## src/bpa_pkg.sv

```systemverilog
// ----------------------------------------------------------------------------
// Bitmap page allocator package
// Transaction payload types, command, status and register codes shared by the
// allocator modules.
// ----------------------------------------------------------------------------
package bpa_pkg;

  localparam int PAGE_SHIFT = 12;
  localparam int ADDR_W     = 32;
  localparam int COUNT_W    = 13;
  localparam int CFG_IDX_W  = 2;

  localparam logic CMD_ALLOC = 1'b0;
  localparam logic CMD_FREE  = 1'b1;

  localparam logic [1:0] ST_OK      = 2'd0;
  localparam logic [1:0] ST_NOFREE  = 2'd1;
  localparam logic [1:0] ST_BADADDR = 2'd2;

  localparam logic [CFG_IDX_W-1:0] CFG_BASE_ADDR  = CFG_IDX_W'(0);
  localparam logic [CFG_IDX_W-1:0] CFG_PAGE_COUNT = CFG_IDX_W'(1);

  typedef struct packed {
    logic              cmd;
    logic [ADDR_W-1:0] page_addr;
  } bpa_req_t;

  typedef struct packed {
    logic [1:0]        status;
    logic [ADDR_W-1:0] alloc_addr;
  } bpa_rsp_t;

  typedef struct packed {
    logic [CFG_IDX_W-1:0] index;
    logic [ADDR_W-1:0]    value;
  } bpa_cfg_t;

  typedef struct packed {
    logic hit;
    logic last;
  } eval_flags_t;

endpackage

```

## src/bpa_stream_if.sv

```systemverilog
// ----------------------------------------------------------------------------
// Bitmap page allocator stream interface
// Valid/ready channel carrying one payload per transaction.
// ----------------------------------------------------------------------------
interface bpa_stream_if #(
  parameter type payload_t = logic
) ();

  logic     valid;
  logic     ready;
  payload_t data;

  modport source (output valid, output data, input ready);
  modport sink (input valid, input data, output ready);

endinterface

```

## src/bpa_map_ram.sv

```systemverilog
// ----------------------------------------------------------------------------
// Bitmap page allocator map memory
// Single write port, single read port memory with registered read data.
// ----------------------------------------------------------------------------
module bpa_map_ram #(
  parameter int WIDTH = 32,
  parameter int DEPTH = 128,
  parameter int AW    = (DEPTH > 1) ? $clog2(DEPTH) : 1
) (
  input  logic             clk_i,
  input  logic             we_i,
  input  logic [AW-1:0]    waddr_i,
  input  logic [WIDTH-1:0] wdata_i,
  input  logic             re_i,
  input  logic [AW-1:0]    raddr_i,
  output logic [WIDTH-1:0] rdata_o
);

  logic [WIDTH-1:0] mem [DEPTH];
  logic [WIDTH-1:0] rdata_q;

  always_ff @(posedge clk_i) begin
    if (we_i) begin
      mem[waddr_i] <= wdata_i;
    end
  end

  always_ff @(posedge clk_i) begin
    if (re_i) begin
      rdata_q <= mem[raddr_i];
    end
  end

  assign rdata_o = rdata_q;

endmodule

```

## src/bpa_word_eval.sv

```systemverilog
// ----------------------------------------------------------------------------
// Bitmap page allocator word evaluator
// Examines one map word: finds the lowest free live page for an allocation,
// or locates the page to release, and forms the updated word.
// ----------------------------------------------------------------------------
module bpa_word_eval import bpa_pkg::*; #(
  parameter int MAP_WORD_BITS = 32,
  parameter int PAGE_W        = 13,
  parameter int BW            = $clog2(MAP_WORD_BITS)
) (
  input  logic                     cmd_i,
  input  logic [MAP_WORD_BITS-1:0] word_i,
  input  logic [PAGE_W-1:0]        word_page_i,
  input  logic [PAGE_W-1:0]        live_pages_i,
  input  logic [PAGE_W-1:0]        free_idx_i,
  output eval_flags_t              flags_o,
  output logic [BW-1:0]            bit_pos_o,
  output logic [MAP_WORD_BITS-1:0] word_o
);

  localparam int EW = PAGE_W + 2;

  logic [EW-1:0]            rem;
  logic [EW-1:0]            free_ofs;
  logic                     a_hit;
  logic [BW-1:0]            a_pos;
  logic                     f_hit;
  logic [BW-1:0]            pos;
  logic [MAP_WORD_BITS-1:0] mask;

  assign rem      = EW'(live_pages_i) - EW'(word_page_i);
  assign free_ofs = EW'(free_idx_i) - EW'(word_page_i);

  always_comb begin
    a_hit = 1'b0;
    a_pos = '0;
    for (int j = MAP_WORD_BITS - 1; j >= 0; j--) begin
      if (!word_i[j] && (EW'(j) < rem)) begin
        a_hit = 1'b1;
        a_pos = BW'(j);
      end
    end
  end

  assign f_hit = free_ofs < EW'(MAP_WORD_BITS);
  assign pos   = (cmd_i == CMD_FREE) ? free_ofs[BW-1:0] : a_pos;
  assign mask  = MAP_WORD_BITS'(1) << pos;

  assign flags_o.hit  = (cmd_i == CMD_FREE) ? f_hit : a_hit;
  assign flags_o.last = rem <= EW'(MAP_WORD_BITS);
  assign bit_pos_o    = pos;
  assign word_o       = (cmd_i == CMD_FREE) ? (word_i & ~mask) : (word_i | mask);

endmodule

```

## src/bitmap_page_allocator.sv

```systemverilog
// An allocate or a free reads the map word by word, up to the word holding the lowest
// free page (the last live word if none is free) or the released page, then responds;
// a rejected free, or an allocate with no pages configured, goes straight to the response.
// The next request is taken only once the response to the last has been issued.
// Reset clears the control and configuration registers and then sweeps the map memory,
// one word per cycle (all MAP_DEPTH words, 128 by default), before any request is taken.
// ----------------------------------------------------------------------------
// Bitmap page allocator
// First-fit allocator keeping one used bit per 4 KiB page, scanned word by
// word under a small sequencer.
// ----------------------------------------------------------------------------
module bitmap_page_allocator import bpa_pkg::*; #(
  parameter int MAX_PAGES     = 4096,
  parameter int MAP_WORD_BITS = 32
) (
  input  logic         clk_i,
  input  logic         rst_ni,
  bpa_stream_if.sink   cfg_i,
  bpa_stream_if.sink   req_i,
  bpa_stream_if.source rsp_o
);

  localparam int MAP_DEPTH = (MAX_PAGES + MAP_WORD_BITS - 1) / MAP_WORD_BITS;
  localparam int AW        = (MAP_DEPTH > 1) ? $clog2(MAP_DEPTH) : 1;
  localparam int PAGE_W    = $clog2(MAX_PAGES + 1);
  localparam int EW        = PAGE_W + 2;
  localparam int BW        = $clog2(MAP_WORD_BITS);

  localparam logic [1:0] S_CLEAR = 2'd0;
  localparam logic [1:0] S_IDLE  = 2'd1;
  localparam logic [1:0] S_SCAN  = 2'd2;
  localparam logic [1:0] S_OUT   = 2'd3;

  logic [1:0]         state_q, state_d;
  logic [ADDR_W-1:0]  base_q;
  logic [COUNT_W-1:0] page_count_q;
  logic               cmd_q, cmd_d;
  logic [PAGE_W-1:0]  live_q, live_d;
  logic [PAGE_W-1:0]  free_idx_q, free_idx_d;
  logic [AW-1:0]      rd_ptr_q, rd_ptr_d;
  logic [EW-1:0]      rd_page_q, rd_page_d;
  logic [AW-1:0]      chk_ptr_q, chk_ptr_d;
  logic [PAGE_W-1:0]  chk_page_q, chk_page_d;
  logic               chk_vld_q, chk_vld_d;
  logic [1:0]         res_status_q, res_status_d;
  logic [ADDR_W-1:0]  res_addr_q, res_addr_d;
  logic               rsp_vld_q, rsp_vld_d;
  bpa_rsp_t           rsp_q, rsp_d;

  logic [ADDR_W-1:0]        base_al;
  logic [PAGE_W-1:0]        live_n;
  logic [ADDR_W-1:0]        offset;
  logic [ADDR_W-PAGE_SHIFT-1:0] off_idx;
  logic                     bad_free;
  logic                     req_fire;
  logic                     rd_en;
  logic                     ram_we;
  logic [AW-1:0]            ram_waddr;
  logic [MAP_WORD_BITS-1:0] ram_wdata;
  logic [MAP_WORD_BITS-1:0] ram_rdata;
  eval_flags_t              flags;
  logic [BW-1:0]            bit_pos;
  logic [MAP_WORD_BITS-1:0] new_word;

  assign cfg_i.ready = 1'b1;
  assign req_i.ready = (state_q == S_IDLE);
  assign req_fire    = req_i.valid && req_i.ready;
  assign rsp_o.valid = rsp_vld_q;
  assign rsp_o.data  = rsp_q;

  assign base_al  = {base_q[ADDR_W-1:PAGE_SHIFT], PAGE_SHIFT'(0)};
  assign live_n   = (32'(page_count_q) > 32'(MAX_PAGES)) ? PAGE_W'(MAX_PAGES)
                                                         : PAGE_W'(page_count_q);
  assign offset   = req_i.data.page_addr - base_al;
  assign off_idx  = offset[ADDR_W-1:PAGE_SHIFT];
  assign bad_free = (req_i.data.page_addr[PAGE_SHIFT-1:0] != '0)
                 || (req_i.data.page_addr < base_al)
                 || (32'(off_idx) >= 32'(live_n));

  assign rd_en = (state_q == S_SCAN) && (rd_page_q < EW'(live_q));

  always_ff @(posedge clk_i or negedge rst_ni) begin
    if (!rst_ni) begin
      base_q       <= '0;
      page_count_q <= '0;
    end else if (cfg_i.valid && cfg_i.ready) begin
      case (cfg_i.data.index)
        CFG_BASE_ADDR:  base_q       <= cfg_i.data.value;
        CFG_PAGE_COUNT: page_count_q <= cfg_i.data.value[COUNT_W-1:0];
        default: ;
      endcase
    end
  end

  bpa_map_ram #(
    .WIDTH (MAP_WORD_BITS),
    .DEPTH (MAP_DEPTH),
    .AW    (AW)
  ) u_map_ram (
    .clk_i   (clk_i),
    .we_i    (ram_we),
    .waddr_i (ram_waddr),
    .wdata_i (ram_wdata),
    .re_i    (rd_en),
    .raddr_i (rd_ptr_q),
    .rdata_o (ram_rdata)
  );

  bpa_word_eval #(
    .MAP_WORD_BITS (MAP_WORD_BITS),
    .PAGE_W        (PAGE_W),
    .BW            (BW)
  ) u_word_eval (
    .cmd_i        (cmd_q),
    .word_i       (ram_rdata),
    .word_page_i  (chk_page_q),
    .live_pages_i (live_q),
    .free_idx_i   (free_idx_q),
    .flags_o      (flags),
    .bit_pos_o    (bit_pos),
    .word_o       (new_word)
  );

  always_comb begin
    state_d      = state_q;
    cmd_d        = cmd_q;
    live_d       = live_q;
    free_idx_d   = free_idx_q;
    rd_ptr_d     = rd_ptr_q;
    rd_page_d    = rd_page_q;
    chk_ptr_d    = chk_ptr_q;
    chk_page_d   = chk_page_q;
    chk_vld_d    = chk_vld_q;
    res_status_d = res_status_q;
    res_addr_d   = res_addr_q;
    rsp_vld_d    = rsp_vld_q && !rsp_o.ready;
    rsp_d        = rsp_q;
    ram_we       = 1'b0;
    ram_waddr    = chk_ptr_q;
    ram_wdata    = new_word;

    case (state_q)
      S_CLEAR: begin
        ram_we    = 1'b1;
        ram_waddr = rd_ptr_q;
        ram_wdata = '0;
        rd_ptr_d  = rd_ptr_q + AW'(1);
        if (rd_ptr_q == AW'(MAP_DEPTH - 1)) begin
          state_d = S_IDLE;
        end
      end
      S_IDLE: begin
        if (req_fire) begin
          cmd_d      = req_i.data.cmd;
          live_d     = live_n;
          free_idx_d = PAGE_W'(off_idx);
          rd_ptr_d   = '0;
          rd_page_d  = '0;
          chk_vld_d  = 1'b0;
          res_addr_d = '0;
          if (req_i.data.cmd == CMD_FREE) begin
            if (bad_free) begin
              res_status_d = ST_BADADDR;
              state_d      = S_OUT;
            end else begin
              state_d = S_SCAN;
            end
          end else begin
            if (live_n == '0) begin
              res_status_d = ST_NOFREE;
              state_d      = S_OUT;
            end else begin
              state_d = S_SCAN;
            end
          end
        end
      end
      S_SCAN: begin
        if (rd_en) begin
          rd_ptr_d  = rd_ptr_q + AW'(1);
          rd_page_d = rd_page_q + EW'(MAP_WORD_BITS);
        end
        chk_vld_d  = rd_en;
        chk_ptr_d  = rd_ptr_q;
        chk_page_d = PAGE_W'(rd_page_q);
        if (chk_vld_q) begin
          if (flags.hit) begin
            ram_we       = 1'b1;
            res_status_d = ST_OK;
            if (cmd_q == CMD_ALLOC) begin
              res_addr_d = base_al
                         + ((32'(chk_page_q) + 32'(bit_pos)) << PAGE_SHIFT);
            end
            state_d = S_OUT;
          end else if (flags.last) begin
            res_status_d = ST_NOFREE;
            state_d      = S_OUT;
          end
        end
      end
      S_OUT: begin
        if (!rsp_vld_q || rsp_o.ready) begin
          rsp_vld_d        = 1'b1;
          rsp_d.status     = res_status_q;
          rsp_d.alloc_addr = res_addr_q;
          state_d          = S_IDLE;
        end
      end
      default: begin
        state_d = S_IDLE;
      end
    endcase
  end

  always_ff @(posedge clk_i or negedge rst_ni) begin
    if (!rst_ni) begin
      state_q   <= S_CLEAR;
      rd_ptr_q  <= '0;
      rd_page_q <= '0;
      chk_vld_q <= 1'b0;
      rsp_vld_q <= 1'b0;
    end else begin
      state_q   <= state_d;
      rd_ptr_q  <= rd_ptr_d;
      rd_page_q <= rd_page_d;
      chk_vld_q <= chk_vld_d;
      rsp_vld_q <= rsp_vld_d;
    end
  end

  always_ff @(posedge clk_i) begin
    cmd_q        <= cmd_d;
    live_q       <= live_d;
    free_idx_q   <= free_idx_d;
    chk_ptr_q    <= chk_ptr_d;
    chk_page_q   <= chk_page_d;
    res_status_q <= res_status_d;
    res_addr_q   <= res_addr_d;
    rsp_q        <= rsp_d;
  end

endmodule

```

## src/flat_wrapper.sv

```systemverilog
// flat-port wrapper written by rule: the top's interface ports become plain ports
module bitmap_page_allocator_flat import bpa_pkg::*;
#(
  parameter int MAX_PAGES     = 4096,
  parameter int MAP_WORD_BITS = 32
)
  (clk_i, rst_ni, cfg_i_valid, cfg_i_data, cfg_i_ready, req_i_valid, req_i_data, req_i_ready, rsp_o_valid, rsp_o_data, rsp_o_ready);
  bpa_stream_if #(.payload_t(bpa_cfg_t)) cfg_i_i ();
  bpa_stream_if #(.payload_t(bpa_req_t)) req_i_i ();
  bpa_stream_if #(.payload_t(bpa_rsp_t)) rsp_o_i ();
  input  logic clk_i;
  input  logic rst_ni;
  input wire logic [$bits(cfg_i_i.valid)-1:0] cfg_i_valid;
  input wire logic [$bits(cfg_i_i.data)-1:0] cfg_i_data;
  output wire logic [$bits(cfg_i_i.ready)-1:0] cfg_i_ready;
  input wire logic [$bits(req_i_i.valid)-1:0] req_i_valid;
  input wire logic [$bits(req_i_i.data)-1:0] req_i_data;
  output wire logic [$bits(req_i_i.ready)-1:0] req_i_ready;
  output wire logic [$bits(rsp_o_i.valid)-1:0] rsp_o_valid;
  output wire logic [$bits(rsp_o_i.data)-1:0] rsp_o_data;
  input wire logic [$bits(rsp_o_i.ready)-1:0] rsp_o_ready;
  assign cfg_i_i.valid = cfg_i_valid;
  assign cfg_i_i.data = cfg_i_data;
  assign cfg_i_ready = cfg_i_i.ready;
  assign req_i_i.valid = req_i_valid;
  assign req_i_i.data = req_i_data;
  assign req_i_ready = req_i_i.ready;
  assign rsp_o_valid = rsp_o_i.valid;
  assign rsp_o_data = rsp_o_i.data;
  assign rsp_o_i.ready = rsp_o_ready;
  bitmap_page_allocator #(.MAX_PAGES(MAX_PAGES), .MAP_WORD_BITS(MAP_WORD_BITS)) u_core (.clk_i(clk_i), .rst_ni(rst_ni), .cfg_i(cfg_i_i), .req_i(req_i_i), .rsp_o(rsp_o_i));
endmodule
```

## config.mk

```make
export PLATFORM = sky130hd
export DESIGN_NAME = bitmap_page_allocator_flat
export DESIGN_NICKNAME = d
export VERILOG_FILES = /design/src/bpa_pkg.sv /design/src/bpa_stream_if.sv /design/src/bpa_map_ram.sv /design/src/bpa_word_eval.sv /design/src/bitmap_page_allocator.sv /design/src/flat_wrapper.sv
export SDC_FILE = /design/constraint.sdc
export NUM_CORES = 2
export LEC_CHECK = 0
export BUFFER_PORTS_ARGS = -buffer_cell sky130_fd_sc_hd__buf_2
export CORE_MARGIN = 2
export CORE_UTILIZATION = 56
export CTS_BUF_LIST = sky130_fd_sc_hd__clkbuf_8 sky130_fd_sc_hd__clkbuf_16
export DETAILED_ROUTE_END_ITERATION = 12
export GPL_ROUTABILITY_DRIVEN = 0
export PLACE_DENSITY = 0.72
export SLEW_MARGIN = 10
export SYNTH_ARGS = -nofsm -noshare
export SYNTH_HDL_FRONTEND = slang
export SYNTH_SLANG_ARGS = --single-unit
export TNS_END_PERCENT = 10
```

## constraint.sdc

```tcl
create_clock -name clk_i -period 27.2 [get_ports clk_i]
set_input_delay 5.44 -clock clk_i [delete_from_list [all_inputs] [get_ports clk_i]]
set_output_delay 5.44 -clock clk_i [all_outputs]
set_load 0.01 [all_outputs]
```

==> impl_metrics.toml <==
[placed_design]
placed_cells = 11160
detailedPlacementHpwl_mm = 229.4
io_buffer_count = 95

[worst_hold_path]
hold_depth = 0
min_from = "u_core.res_addr_q[17]$_SDFFCE_PN0P_"
hold_path.class = "flop to flop"
whs_endpoint = "u_core.rsp_o.data[17]$_DFFE_PP_"

[synth]
ys.flop_type = "edfxtp_1"
synth_cell_types = 89
synth_seq_cells = 4268
synth_edf_count = 4214
synth_warnings = 0
synth-async-reset-ratio_pct = 1.265
synth_top_cell_by_area = "edfxtp_1"
synth.area.top_cells = "edfxtp_1 76%, mux4_2 18%, dfrtp_1 0.81%"
synth_cells = 7237
avgSynthCellArea_um2 = 23.11
netlist.area_leader.share_pct = 75.66
yosysSeqAreaShare_pct = 76.46
syn-cell-area_mm2 = 0.1673

[timing]
fin_crit_ps = 8831
skew_ps = 43.24
finalCritPeriodShare_pct = 32.47
tns_ps = 0
setup_viol = 0
clock.fmax_mhz = 113.2
hold_viol_final = 0
rsz0062_at_grt = "false"
worst_slew_pin_slew_ps = 1311
finalMaxSlewViolations = 0
relSlewSlack_pct = 10.74

[cells_and_area]
final_common_cell = "edfxtp_1"
drive_gt1_share_pct = 31.46
final_cell_mix = "4214 x edfxtp_1, 1342 x mux4_2, 422 x clkbuf_16, 240 x buf_4, 216 x nand2_1"
final_util_pct = 63.41
fin_cells = 11940
syn_to_final_growth_pct = 12.60
nets = 7789
nFillCells = 18810

[setup_path]
crit_path_frequent_cell = "a21oi_1"
max_stage_delay_ps = 410
required_ps = 27830
worstReg2RegEnd = "u_core.res_addr_q[28]$_SDFFCE_PN0P_"
end_kind = "flop"
ff2ff_path_depth = 27
crit_slowest_cell = "a221oi_1"
crit_fanout = 3
reg2reg_from = "u_core.chk_page_q[8]$_DFFE_PP_"
startpoint_type = "primary input"
ff2ff_setup_slack_ps = 19090
crit_arrival_ps = 9460
critPathKind = "primary input to flop"
path_cells = "buf_2, inv_1, ha_1, inv_1, fa_1, a21o_1, a21oi_1, o21ai_0, a21oi_1, o21ai_0, and3_1, o21ai_0, nand2b_1, a21oi_1, xnor2_1, ha_1, o2111ai_1, a21oi_1, nor3_1, o2111ai_1, nand2_1, a221oi_1"

[clocking]
htree_levels = 5
insertion_delay_ps = 980
post_cts_buffers = 0
clk_pin_slew_ps = 60
cts_buffers = 414
root_buffer = "clkbuf_16"
clock_path_buffers = 4
cts_resized = 0
cts_hold_buf = 0
clkSinkCount = 4268
cts_tree = "built"

[power]
ir_drop_v = 0.0001150
power_density_mw_per_mm2 = 110.9
p_leak_nw = 58.74

[detailed_routing]
route.detailed.drc = 0
wire_per_inst_um = 36.07
viasPerCell = 6.870
wl_met1_mm = 157.8
via_count = 82040
wl_met2_mm = 203.6
firstDrtPassIters = 8
drt_iter0_markers = 13190
drt-total-wl_mm = 430.7
met3_length_mm = 53.36
ant_nets = 0
highest_layer = "met5"

[run_status]
status = "complete, no violations"

[floorplan]
die-width_um = 550.5
fp.dieH_um = 550.5
core_mm2 = 0.2970
start_util_pct = 56.31
ios = 109
rows = 200
die-area_mm2 = 0.3031

[grt]
grt-ovfl-total = 0
grt_pass1_wl_mm = 607.8
grt_usage_pct = 28.59
grt_antenna_before_repair = 36
grt_pass1_vias = 82250
grt_max_degree = 149

[run]
timing.max_cap.violations = 0
## critical path, delay by kind of cell
family	cells	cell delay (ps)
adders and majority gates	3	880
xor gates and xnor gates	1	130
buffers and inverters	3	220
AOI/OAI and AO/OA	11	2280
and+or+nand+nor	4	520
## power breakdown
group	leakage, nW	switching (mW)	total [mW]	internal [mW]
clock	6.99	2.45	5.77	3.31
combinational	13.0	4.11	6.37	2.27
sequential	38.8	0.164	8.74	8.57
## area by class of cell
type                       instances  area, µm²  area share, %
clock inverter                   343       3085          1.638
clock buffer                     426      10620          5.636
inverter                          91      344.1         0.1827
timing repair buffer             343       2437          1.294
antenna                           17      42.54        0.02259
tap                             3939       4928          2.617
sequential                      4268     127900          67.92
multi-input combinational       2514      38970          20.69
## synthesized netlist by cell type (29+ instances only)
cell / instances
a21oi_1: 57
buf_1: 96
clkbuf_1: 253
dfrtp_1: 54
edfxtp_1: 4214
ha_1: 83
inv_1: 89
mux4_2: 1342
nand2_1: 216
nand2b_1: 38
nor2_1: 214
nor3_1: 43
o21ai_0: 87
xnor2_1: 29
## sequential cells by signal, indices dropped and copies added, names as in the netlist, 2 cells and up
name	flops
u_core.state_q	2
u_core.res_status_q	2
u_core.free_idx_q	13
u_core.rsp_o.data	22
u_core.base_q	20
u_core.u_map_ram.mem	4096
u_core.rd_page_q	10
u_core.live_q	13
u_core.res_addr_q	20
u_core.rd_ptr_q	7
u_core.chk_ptr_q	7
u_core.u_map_ram.rdata_o	32
u_core.page_count_q	13
u_core.chk_page_q	8
## worst max path at each step
| stage | start | end | slack, ps | cells past startpoint |
|---|---|---|---|---|
| finish | req_i_data[12] | u_core.res_status_q[0]$_DFFE_PP_ | 18370 | 22 |
| global route | req_i_data[12] | u_core.state_q[0]$_DFFE_PN0P_ | 17930 | 24 |
| CTS | req_i_data[12] | u_core.res_status_q[0]$_DFFE_PP_ | 18490 | 22 |
| detailed placement | req_i_data[12] | u_core.res_status_q[1]$_SDFFCE_PP0P_ | 17470 | 22 |
| global placement | req_i_data[12] | u_core.res_status_q[0]$_DFFE_PP_ | 17470 | 22 |
| floorplan | u_core.chk_page_q[8]$_DFFE_PP_ | u_core.u_map_ram.mem[0][18]$_DFFE_PP_ | 16230 | 16 |
## metrics by stage
stage          cell area (µm²)  setup WS (ps)  hold WS, ps  power, mW
6_report                188300          18370        413.8      20.88
5_1_grt                 188300          17930        422.3      21.46
4_1_cts                 188300          18490        412.6      20.89
3_5_place_dp            174600          17470        404.5      15.17
3_3_place_gp            174600          17470        400.8      15.00
2_1_floorplan           167300          16230        400.3      12.83
## logic make-up (layout without fill, tap and decap cells)
kind of cell | count (synthesis) | count (layout) | synth area share, %
and+or+nand+nor | 650 | 650 | 1.810
adders and majority gates | 85 | 85 | 0.6448
muxes | 1391 | 1391 | 18.38
DFF | 4268 | 4268 | 76.46
xor gates and xnor gates | 39 | 39 | 0.2042
other | 2 | 36 | 0.004490
buffers and inverters | 472 | 1203 | 1.128
AOI/OAI and AO/OA | 330 | 330 | 1.360
## metal layers
metal | vias up | GRT usage [%]
met5 | - | 0
met4 | 20 | 9.309
met3 | 847 | 6.952
met2 | 5730 | 44.34
met1 | 43730 | 40.62
li1 | 31710 | -
(Power assumes the default switching activity.)
